<file path="config.mk">
export PLATFORM = sky130hd
export DESIGN_NAME = centered_moving_average
export DESIGN_NICKNAME = d
export VERILOG_FILES = /design/src/rtl/core/cma_pkg.sv /design/src/rtl/core/centered_moving_average.sv /design/src/rtl/core/cma_line.sv /design/src/rtl/core/cma_arith.sv
export SDC_FILE = /design/constraint.sdc
export NUM_CORES = 1
export LEC_CHECK = 0
export BUFFER_PORTS_ARGS = -buffer_cell sky130_fd_sc_hd__buf_2
export CAP_MARGIN = 20
export CELL_PAD_IN_SITES_DETAIL_PLACEMENT = 0
export CELL_PAD_IN_SITES_GLOBAL_PLACEMENT = 1
export CORE_UTILIZATION = 47
export CTS_BUF_LIST = sky130_fd_sc_hd__clkbuf_4 sky130_fd_sc_hd__clkbuf_8
export DETAILED_ROUTE_END_ITERATION = 10
export PLACE_DENSITY_LB_ADDON = 0.1
export SLEW_MARGIN = 15
export SYNTH_ARGS = -nofsm -noshare
export SYNTH_HDL_FRONTEND = slang
export SYNTH_HIERARCHICAL = 1
export SYNTH_SLANG_ARGS = --single-unit
</file>
<file path="constraint.sdc">
create_clock -name clk -period 13 [get_ports clk]
set_input_delay 1.3 -clock clk [delete_from_list [all_inputs] [get_ports clk]]
set_output_delay 1.3 -clock clk [all_outputs]
set_load 0.02 [all_outputs]
</file>
<file path="src/rtl/core/cma_pkg.sv">
// Shared types and constants for the centered moving average block.
// Used by every module under rtl/core; depends on nothing else.
package cma_pkg;

    localparam int SAMPLE_BITS = 16;
    localparam int FRAC_BITS   = 8;
    localparam int AVG_BITS    = SAMPLE_BITS + FRAC_BITS;
    localparam int WS_BITS     = 6;

    typedef struct packed {
        logic signed [SAMPLE_BITS-1:0] sample;
        logic                          stream_end;
    } in_word_t;

    typedef struct packed {
        logic signed [AVG_BITS-1:0] average;
        logic                       final_output;
    } out_word_t;

    // Operations of the shared add/subtract unit
    typedef enum logic [2:0] {
        ALU_NONE  = 3'd0,
        ALU_CLEAR = 3'd1,
        ALU_ACC   = 3'd2,
        ALU_ABS   = 3'd3,
        ALU_DIV   = 3'd4,
        ALU_NEG   = 3'd5
    } alu_op_t;

endpackage

</file>
<file path="src/rtl/core/centered_moving_average.sv">
// Centered moving average over a sample stream: sequencer, counters, output register.
// Depends on cma_pkg, cma_line and cma_arith.
//
//   channel   signals                         carries
//   src       src_valid / src_ready / src_word  one sample and its stream_end flag
//   res       res_valid / res_ready / res_word  one window mean and final_output flag
//   cfg       cfg_we / cfg_wdata                window_size, write only
//
// Each item is accepted in S_IDLE, then passes S_PICK once per center distance examined.
// For every result it causes (count = samples summed), one shared adder first reads and adds
// the count samples from the delay line, then runs one restoring divide step per quotient
// bit (30 at the default widths), negates and emits.
// A last-of-stream sample repeats this for every pending result.
// Reset needs no clearing pass; the delay line is only read where this stream wrote it.
// A stalled result register holds the sequencer in its emit state.
module centered_moving_average #(
    parameter int MAX_HALF_WINDOW = 31
) (
    input  logic                            clk,
    input  logic                            rst_n,
    input  logic                            src_valid,
    output logic                            src_ready,
    input  cma_pkg::in_word_t               src_word,
    output logic                            res_valid,
    input  logic                            res_ready,
    output cma_pkg::out_word_t              res_word,
    input  logic                            cfg_we,
    input  logic [cma_pkg::WS_BITS-1:0]     cfg_wdata
);
    import cma_pkg::*;

    localparam int LINE_DEPTH = 2 * MAX_HALF_WINDOW + 2;
    localparam int IDX_W      = $clog2(LINE_DEPTH);
    localparam int SEEN_W     = $clog2(LINE_DEPTH + 1);
    localparam int H_W        = $clog2(MAX_HALF_WINDOW + 1);
    localparam int CNT_W      = $clog2(2 * MAX_HALF_WINDOW + 2);
    localparam int NUM_BITS   = SAMPLE_BITS + CNT_W + FRAC_BITS;
    localparam int STEP_W     = $clog2(NUM_BITS + 1);

    typedef enum logic [6:0] {
        S_IDLE = 7'b0000001,
        S_PICK = 7'b0000010,
        S_SUM  = 7'b0000100,
        S_ABS  = 7'b0001000,
        S_DIV  = 7'b0010000,
        S_NEG  = 7'b0100000,
        S_EMIT = 7'b1000000
    } state_t;

    state_t               state_reg, state_next;
    logic [WS_BITS-1:0]   window_size_reg;
    logic [SEEN_W-1:0]    seen_reg, seen_next;
    logic [SEEN_W-1:0]    seen_work_reg, seen_work_next;
    logic [IDX_W-1:0]     wr_slot_reg, wr_slot_next;
    logic [IDX_W-1:0]     newest_reg, newest_next;
    logic [IDX_W-1:0]     rd_ptr_reg, rd_ptr_next;
    logic [H_W-1:0]       h_reg, h_next;
    logic [H_W-1:0]       d_reg, d_next;
    logic                 last_reg, last_next;
    logic [CNT_W-1:0]     count_reg, count_next;
    logic [CNT_W-1:0]     issue_reg, issue_next;
    logic                 rd_vld_reg, rd_vld_next;
    logic [STEP_W-1:0]    step_reg, step_next;
    logic                 res_valid_reg, res_valid_next;
    out_word_t            res_word_reg, res_word_next;

    alu_op_t                      alu_op;
    logic                         mem_we;
    logic signed [SAMPLE_BITS-1:0] rd_data;
    logic signed [AVG_BITS-1:0]   avg;
    logic [WS_BITS-1:0]           ws_half;
    logic [H_W-1:0]               h_new;
    logic [SEEN_W-1:0]            seen_inc;
    logic [IDX_W-1:0]             slot_inc;
    logic [SEEN_W-1:0]            span;
    logic [CNT_W-1:0]             count_sel;
    logic                         last_d;

    assign ws_half  = window_size_reg >> 1;
    assign h_new    = (int'(ws_half) > MAX_HALF_WINDOW) ? H_W'(MAX_HALF_WINDOW)
                                                        : H_W'(ws_half);
    assign seen_inc = (seen_reg < SEEN_W'(LINE_DEPTH)) ? seen_reg + SEEN_W'(1) : seen_reg;
    assign slot_inc = (wr_slot_reg == IDX_W'(LINE_DEPTH - 1)) ? '0
                                                              : wr_slot_reg + IDX_W'(1);
    assign span      = SEEN_W'(d_reg) + SEEN_W'(h_reg) + SEEN_W'(1);
    assign count_sel = (span > seen_work_reg) ? CNT_W'(seen_work_reg) : CNT_W'(span);
    // only the last sample of a stream flushes the outputs below distance h
    assign last_d    = !last_reg || (d_reg == '0);

    assign src_ready = (state_reg == S_IDLE);
    assign res_valid = res_valid_reg;
    assign res_word  = res_word_reg;

    cma_line #(
        .DEPTH (LINE_DEPTH)
    ) u_line (
        .clk     (clk),
        .wr_en   (mem_we),
        .wr_addr (wr_slot_reg),
        .wr_data (src_word.sample),
        .rd_addr (rd_ptr_reg),
        .rd_data (rd_data)
    );

    cma_arith #(
        .COUNT_BITS (CNT_W)
    ) u_arith (
        .clk     (clk),
        .op      (alu_op),
        .rd_data (rd_data),
        .count   (count_reg),
        .average (avg)
    );

    always_comb
    begin
        state_next     = state_reg;
        seen_next      = seen_reg;
        seen_work_next = seen_work_reg;
        wr_slot_next   = wr_slot_reg;
        newest_next    = newest_reg;
        rd_ptr_next    = rd_ptr_reg;
        h_next         = h_reg;
        d_next         = d_reg;
        last_next      = last_reg;
        count_next     = count_reg;
        issue_next     = issue_reg;
        rd_vld_next    = 1'b0;
        step_next      = step_reg;
        res_word_next  = res_word_reg;
        res_valid_next = res_valid_reg && !res_ready;
        alu_op         = ALU_NONE;
        mem_we         = 1'b0;
        case (state_reg)
            S_IDLE:
            begin
                if (src_valid)
                begin
                    mem_we         = 1'b1;
                    h_next         = (seen_reg == '0) ? h_new : h_reg;
                    d_next         = (seen_reg == '0) ? h_new : h_reg;
                    newest_next    = wr_slot_reg;
                    seen_work_next = seen_inc;
                    last_next      = src_word.stream_end;
                    seen_next      = src_word.stream_end ? '0 : seen_inc;
                    wr_slot_next   = src_word.stream_end ? '0 : slot_inc;
                    state_next     = S_PICK;
                end
            end
            S_PICK:
            begin
                if (SEEN_W'(d_reg) < seen_work_reg)
                begin
                    count_next  = count_sel;
                    issue_next  = count_sel;
                    rd_ptr_next = newest_reg;
                    alu_op      = ALU_CLEAR;
                    state_next  = S_SUM;
                end
                else if (last_d)
                begin
                    state_next = S_IDLE;
                end
                else
                begin
                    d_next = d_reg - H_W'(1);
                end
            end
            S_SUM:
            begin
                // walk back from the newest sample; read data arrives in the next cycle
                if (issue_reg != '0)
                begin
                    issue_next  = issue_reg - CNT_W'(1);
                    rd_ptr_next = (rd_ptr_reg == '0) ? IDX_W'(LINE_DEPTH - 1)
                                                     : rd_ptr_reg - IDX_W'(1);
                    rd_vld_next = 1'b1;
                end
                if (rd_vld_reg)
                begin
                    alu_op = ALU_ACC;
                end
                if (issue_reg == '0 && !rd_vld_reg)
                begin
                    state_next = S_ABS;
                end
            end
            S_ABS:
            begin
                alu_op     = ALU_ABS;
                step_next  = STEP_W'(NUM_BITS);
                state_next = S_DIV;
            end
            S_DIV:
            begin
                alu_op    = ALU_DIV;
                step_next = step_reg - STEP_W'(1);
                if (step_reg == STEP_W'(1))
                begin
                    state_next = S_NEG;
                end
            end
            S_NEG:
            begin
                alu_op     = ALU_NEG;
                state_next = S_EMIT;
            end
            S_EMIT:
            begin
                if (!res_valid_reg || res_ready)
                begin
                    res_valid_next             = 1'b1;
                    res_word_next.average      = avg;
                    res_word_next.final_output = last_reg && (d_reg == '0);
                    if (last_d)
                    begin
                        state_next = S_IDLE;
                    end
                    else
                    begin
                        d_next     = d_reg - H_W'(1);
                        state_next = S_PICK;
                    end
                end
            end
            default:
            begin
                state_next = S_IDLE;
            end
        endcase
    end

    always_ff @(posedge clk or negedge rst_n)
    begin
        if (!rst_n)
        begin
            state_reg       <= S_IDLE;
            window_size_reg <= WS_BITS'(1);
            seen_reg        <= '0;
            seen_work_reg   <= '0;
            wr_slot_reg     <= '0;
            newest_reg      <= '0;
            rd_ptr_reg      <= '0;
            h_reg           <= '0;
            d_reg           <= '0;
            last_reg        <= 1'b0;
            count_reg       <= '0;
            issue_reg       <= '0;
            rd_vld_reg      <= 1'b0;
            step_reg        <= '0;
            res_valid_reg   <= 1'b0;
            res_word_reg    <= '0;
        end
        else
        begin
            state_reg       <= state_next;
            if (cfg_we)
            begin
                window_size_reg <= cfg_wdata;
            end
            seen_reg        <= seen_next;
            seen_work_reg   <= seen_work_next;
            wr_slot_reg     <= wr_slot_next;
            newest_reg      <= newest_next;
            rd_ptr_reg      <= rd_ptr_next;
            h_reg           <= h_next;
            d_reg           <= d_next;
            last_reg        <= last_next;
            count_reg       <= count_next;
            issue_reg       <= issue_next;
            rd_vld_reg      <= rd_vld_next;
            step_reg        <= step_next;
            res_valid_reg   <= res_valid_next;
            res_word_reg    <= res_word_next;
        end
    end

    a_count_nonzero: assert property (@(posedge clk) disable iff (!rst_n)
        (state_reg == S_SUM) |-> (count_reg != '0))
        else $error("window count is zero while summing");

    a_dist_in_half: assert property (@(posedge clk) disable iff (!rst_n)
        (state_reg != S_IDLE) |-> (d_reg <= h_reg))
        else $error("center distance exceeds half window");

    a_stream_restart: assert property (@(posedge clk) disable iff (!rst_n)
        (src_valid && src_ready && src_word.stream_end)
        |=> (seen_reg == '0 && wr_slot_reg == '0))
        else $error("stream counters not cleared after last word");

    a_read_in_sum: assert property (@(posedge clk) disable iff (!rst_n)
        rd_vld_reg |-> (state_reg == S_SUM))
        else $error("delay line read outside the summing phase");

    a_load_from_emit: assert property (@(posedge clk) disable iff (!rst_n)
        $rose(res_valid_reg) |-> $past(state_reg == S_EMIT))
        else $error("result word loaded outside the emit state");

endmodule

</file>
<file path="src/rtl/core/cma_line.sv">
// Sample delay line: one write port and one registered read port.
// Depends on cma_pkg for the sample width.
module cma_line #(
    parameter int DEPTH = 64
) (
    input  logic                                    clk,
    input  logic                                    wr_en,
    input  logic [$clog2(DEPTH)-1:0]                wr_addr,
    input  logic signed [cma_pkg::SAMPLE_BITS-1:0]  wr_data,
    input  logic [$clog2(DEPTH)-1:0]                rd_addr,
    output logic signed [cma_pkg::SAMPLE_BITS-1:0]  rd_data
);
    import cma_pkg::*;

    logic signed [SAMPLE_BITS-1:0] mem_reg [DEPTH];
    logic signed [SAMPLE_BITS-1:0] rd_data_reg;

    always_ff @(posedge clk)
    begin
        if (wr_en)
        begin
            mem_reg[wr_addr] <= wr_data;
        end
    end

    always_ff @(posedge clk)
    begin
        rd_data_reg <= mem_reg[rd_addr];
    end

    assign rd_data = rd_data_reg;

endmodule

</file>
<file path="src/rtl/core/cma_arith.sv">
// Shared add/subtract unit with accumulator and restoring divider registers.
// Depends on cma_pkg for alu_op_t and the sample and average widths.
module cma_arith #(
    parameter int COUNT_BITS = 6
) (
    input  logic                                    clk,
    input  cma_pkg::alu_op_t                        op,
    input  logic signed [cma_pkg::SAMPLE_BITS-1:0]  rd_data,
    input  logic [COUNT_BITS-1:0]                   count,
    output logic signed [cma_pkg::AVG_BITS-1:0]     average
);
    import cma_pkg::*;

    localparam int SUM_BITS = SAMPLE_BITS + COUNT_BITS;
    localparam int NUM_BITS = SUM_BITS + FRAC_BITS;
    localparam int ALU_BITS = NUM_BITS + 1;
    localparam int REM_BITS = COUNT_BITS + 1;

    logic signed [SUM_BITS-1:0] acc_reg, acc_next;
    logic [NUM_BITS-1:0]        quo_reg, quo_next;
    logic [REM_BITS-1:0]        rem_reg, rem_next;
    logic                       neg_reg, neg_next;

    logic [ALU_BITS-1:0] alu_a, alu_b, alu_sum;
    logic                alu_sub;
    logic [REM_BITS-1:0] rem_shift;
    logic [SUM_BITS-1:0] mag;

    assign rem_shift = {rem_reg[REM_BITS-2:0], quo_reg[NUM_BITS-1]};

    always_comb
    begin
        alu_a   = '0;
        alu_b   = '0;
        alu_sub = 1'b0;
        case (op)
            ALU_ACC:
            begin
                alu_a = ALU_BITS'(acc_reg);
                alu_b = ALU_BITS'(rd_data);
            end
            ALU_ABS:
            begin
                alu_b   = ALU_BITS'(acc_reg);
                alu_sub = 1'b1;
            end
            ALU_DIV:
            begin
                alu_a   = ALU_BITS'(rem_shift);
                alu_b   = ALU_BITS'(count);
                alu_sub = 1'b1;
            end
            ALU_NEG:
            begin
                alu_b   = ALU_BITS'(quo_reg);
                alu_sub = 1'b1;
            end
            default:
            begin
                alu_sub = 1'b0;
            end
        endcase
        alu_sum = alu_a + (alu_sub ? ~alu_b : alu_b) + ALU_BITS'(alu_sub);
    end

    always_comb
    begin
        acc_next = acc_reg;
        quo_next = quo_reg;
        rem_next = rem_reg;
        neg_next = neg_reg;
        mag      = acc_reg;
        case (op)
            ALU_CLEAR:
            begin
                acc_next = '0;
            end
            ALU_ACC:
            begin
                acc_next = alu_sum[SUM_BITS-1:0];
            end
            ALU_ABS:
            begin
                neg_next = acc_reg[SUM_BITS-1];
                mag      = acc_reg[SUM_BITS-1] ? alu_sum[SUM_BITS-1:0] : acc_reg;
                quo_next = {mag, FRAC_BITS'(0)};
                rem_next = '0;
            end
            ALU_DIV:
            begin
                // negative trial difference: keep the shifted remainder
                if (alu_sum[ALU_BITS-1])
                begin
                    rem_next = rem_shift;
                    quo_next = {quo_reg[NUM_BITS-2:0], 1'b0};
                end
                else
                begin
                    rem_next = alu_sum[REM_BITS-1:0];
                    quo_next = {quo_reg[NUM_BITS-2:0], 1'b1};
                end
            end
            ALU_NEG:
            begin
                if (neg_reg)
                begin
                    quo_next = alu_sum[NUM_BITS-1:0];
                end
            end
            default:
            begin
                acc_next = acc_reg;
            end
        endcase
    end

    always_ff @(posedge clk)
    begin
        acc_reg <= acc_next;
        quo_reg <= quo_next;
        rem_reg <= rem_next;
        neg_reg <= neg_next;
    end

    assign average = quo_reg[AVG_BITS-1:0];

endmodule
</file>
==> results.py <==
metrics = {
    "run_status": {
        "outcome": "finished, final reports clean",
    },
    "floorplanning": {
        "die_w_um": 330.9,
        "die_area_mm2": 0.1095,
        "io_pins": 55,
        "dieHeight_um": 330.9,
        "coreArea_mm2": 0.1072,
        "rows": 120,
        "initial_core_util_pct": 47.42,
    },
    "layout": {
        "final_cells": 4738,
        "ff_latch_area_mm2": 0.03533,
        "fill_cells": 8778,
        "nets": 3267,
        "largest_register_ffs": 1024,
        "multiInputGateArea_mm2": 0.01421,
        "area_delta_synth_final_pct": 10.88,
        "drive_gt1_share_pct": 24.54,
    },
    "sta": {
        "max_freq_mhz": 155.0,
        "final_hold_viol_count": 0,
        "fin_crit_sh_pct": 49.63,
        "tightest_slew_ns": 1.050,
        "fin_hold_ws_ns": 0.3954,
        "setup_viol_count_final": 0,
        "fin_setup_tns_ns": 0,
        "skew_ns": 0.04105,
        "rsz0062_at_grt": "false",
        "maxSlewHeadroom_pct": 29.70,
        "maxSlewViolCount": 0,
        "period_needed_ns": 6.452,
    },
    "place": {
        "port_buffers": 53,
        "place_congestion": 0.8204,
        "hpwl_um": 73660,
        "post-place-cells": 4384,
    },
    "synth": {
        "async_reset_ff_share_pct": 8.264,
        "synth_warnings": 6,
        "syn-num-nets": 3101,
        "ys_seq_elements": 1198,
        "synth-main-ff-cell": "edfxtp_1",
        "synth_top_area_share_pct": 63.97,
        "syn_area_mm2": 0.05084,
        "synthTopCellsByArea": "edfxtp_1 (64%), mux4_2 (9.7%), dfrtp_1 (4.8%)",
        "synth_common_cells": "edfxtp_1 (1083), nand2_1 (236), mux4_2 (220), nor2_1 (160), mux2i_1 (121)",
        "yosys.cell_count.top_type": "edfxtp_1",
        "yosysTopAreaCell": "edfxtp_1",
        "ys_types": 103,
        "syn_area_per_cell_um2": 16.86,
        "syn_inst": 3016,
        "seq_area_frac_synth_pct": 69.48,
        "synth_edf_count": 1083,
    },
    "power": {
        "p_leak_nw": 19.13,
        "power.density_mw_per_mm2": 191.3,
        "vdd_drop_max_mv": 0.1332,
    },
    "clock_tree": {
        "cts_tree": "built",
        "cts_root_buffer": "clkbuf_8",
        "cts_buffer_depth": 3,
        "cts_made_buffers": 196,
        "clock_latency_ns": 0.87,
        "clk_pin_slew_ns": 0.06,
        "cts_resized": 0,
        "clock-sinks": 1198,
        "ctsHtreeMaxLevel": 4,
        "cts_setup_buffers": 0,
        "ctsHoldBuffers": 0,
    },
    "routing": {
        "vias": 27510,
        "wl_per_cell_um": 25.91,
        "finalWirelength_um": 122700,
        "remaining_drc_errors": 0,
        "drt_iter0_markers": 2443,
        "via_per_inst": 5.806,
        "dr.pass1.iters": 5,
        "ant_nets": 0,
    },
    "critical_path": {
        "timing.rr.end": "u_arith/rem_reg[2]$_SDFFCE_PP0P_",
        "r2r_cells": 18,
        "crit_type": "register to register",
        "r2r_start": "state_reg[1]$_DFFE_PN0P_",
        "r2r_slack_ns": 6.55,
        "crit_start": "state_reg[1]$_DFFE_PN0P_",
        "crit_fanout": 23,
        "endpoint_kind": "register",
        "crit_top_cell": "nand2_1",
        "worstPathCellList": "nor4_4, and3_1, nand2_1, nand2_1, nor2b_1, nand2_1, nor2_1, ha_1, and3_1, a31oi_1, o21ai_0, buf_4, o221ai_1, nand3_1, o311a_1, o211ai_2, nor2_1, a211oi_1",
        "critical_path_arrival_ns": 7.12,
        "slowest_delay_ns": 0.69,
        "slowest_stage": "and3_1",
        "crit_end": "u_arith/rem_reg[2]$_SDFFCE_PP0P_",
        "worstPathRequired_ns": 13.67,
        "start_kind": "register",
    },
    "global_routing": {
        "antenna_found_initial": 2,
        "grt_max_degree": 132,
        "grt_pass1_vias": 27810,
        "grt_pass1_wl_um": 181100,
        "grt-ovfl-total": 0,
        "globalRouteTotalUtil_pct": 22.71,
    },
    "run": {
        "cap_violations": 0,
    },
    "hold_path": {
        "hold_class": "input pin to async pin",
    },
}
==> stage by stage <==
step           util (%)  power [W]  instance area (um2)  setup slack, ns
3_5_place_dp      48.98   0.007683                52510            6.517
5_1_grt           52.58    0.01126                56360            6.070
2_1_floorplan         -   0.006754                50840            7.771
6_report          52.58    0.01078                56370            6.548
3_3_place_gp      48.98   0.007634                52500            6.570
4_1_cts           52.53    0.01090                56320            6.529
==> layout by cell type, fill, tap and decap left out, types with 13 or more instances in the layout <==
master,count
inv_1,50
clkbuf_4,73
nor3_1,21
dfxtp_1,16
a22o_1,14
nor2_2,17
buf_4,96
o21ai_0,90
nand2_1,236
a22oi_1,43
a21o_1,16
nand3_1,51
mux2_2,67
and2_1,17
nor2b_1,39
clkbuf_8,207
mux4_2,220
clkinv_1,43
a211oi_1,20
ha_1,55
a21oi_1,113
xnor2_1,23
mux2i_1,121
dfrtp_1,94
xor2_1,13
a31oi_1,16
edfxtp_1,1083
a221oi_1,18
buf_2,52
nand2b_1,16
nor2_1,147
nand4_1,19
==> worst min path at each step <==
stage,start,to,slack [ns]
2_1_floorplan,u_arith/acc_reg[21]$_SDFFCE_PP0P_,u_arith/neg_reg$_DFFE_PN_,0.42
3_3_place_gp,newest_reg[0]$_DFFE_PN0P_,newest_reg[0]$_DFFE_PN0P_,0.46
3_5_place_dp,newest_reg[0]$_DFFE_PN0P_,newest_reg[0]$_DFFE_PN0P_,0.46
4_1_cts,rst_n,seen_reg[1]$_DFFE_PN0P_,0.33
5_1_grt,rst_n,seen_reg[5]$_DFFE_PN0P_,0.37
6_report,rst_n,seen_reg[1]$_DFFE_PN0P_,0.40
==> where the power goes <==
group / total (W) / internal [W] / switching, W / leakage [nW]
combinational: 0.00302 / 0.00122 / 0.00180 / 5.89
sequential: 0.00457 / 0.00437 / 0.000196 / 11.2
clock: 0.00320 / 0.00172 / 0.00148 / 2.02
==> cell families after synthesis <==
logic type / Yosys count / synth area share, %
adder cells (fa/ha/maj): 57 / 1.432
AND/OR/NAND/NOR: 633 / 6.010
flip-flops: 1198 / 69.48
buffers and inverters: 236 / 2.702
XOR/XNOR: 36 / 0.6202
multiplexers: 412 / 13.82
AO/OA/AOI/OAI: 444 / 5.934
==> per-layer routing <==
metal / GRT usage (%) / vias to the layer above / routed length [um]
li1: - / 12250 / -
met5: 0 / - / 0
met1: 31.10 / 14310 / 53570
met2: 37.38 / 770 / 60100
met3: 3.809 / 186 / 6220
met4: 6.722 / 0 / 2846
==> worst max-delay path, delay by kind of cell (launching register included) <==
kind	cells	cell delay, ns
buf+inv	1	0.17
fa+ha+maj	1	0.32
compound gates	6	1.71
flops	1	0.46
simple gates	10	3.59
==> final cells by class <==
cell class / instances / share of cell area, %
antenna: 2 / 0.008879
clock buffer: 280 / 6.027
clock inverter: 69 / 0.7281
inverter: 51 / 0.3396
multi-input combinational: 1582 / 25.22
sequential: 1198 / 62.69
tap: 1403 / 3.114
timing repair buffer: 153 / 1.878
(Power assumes the default switching activity.)
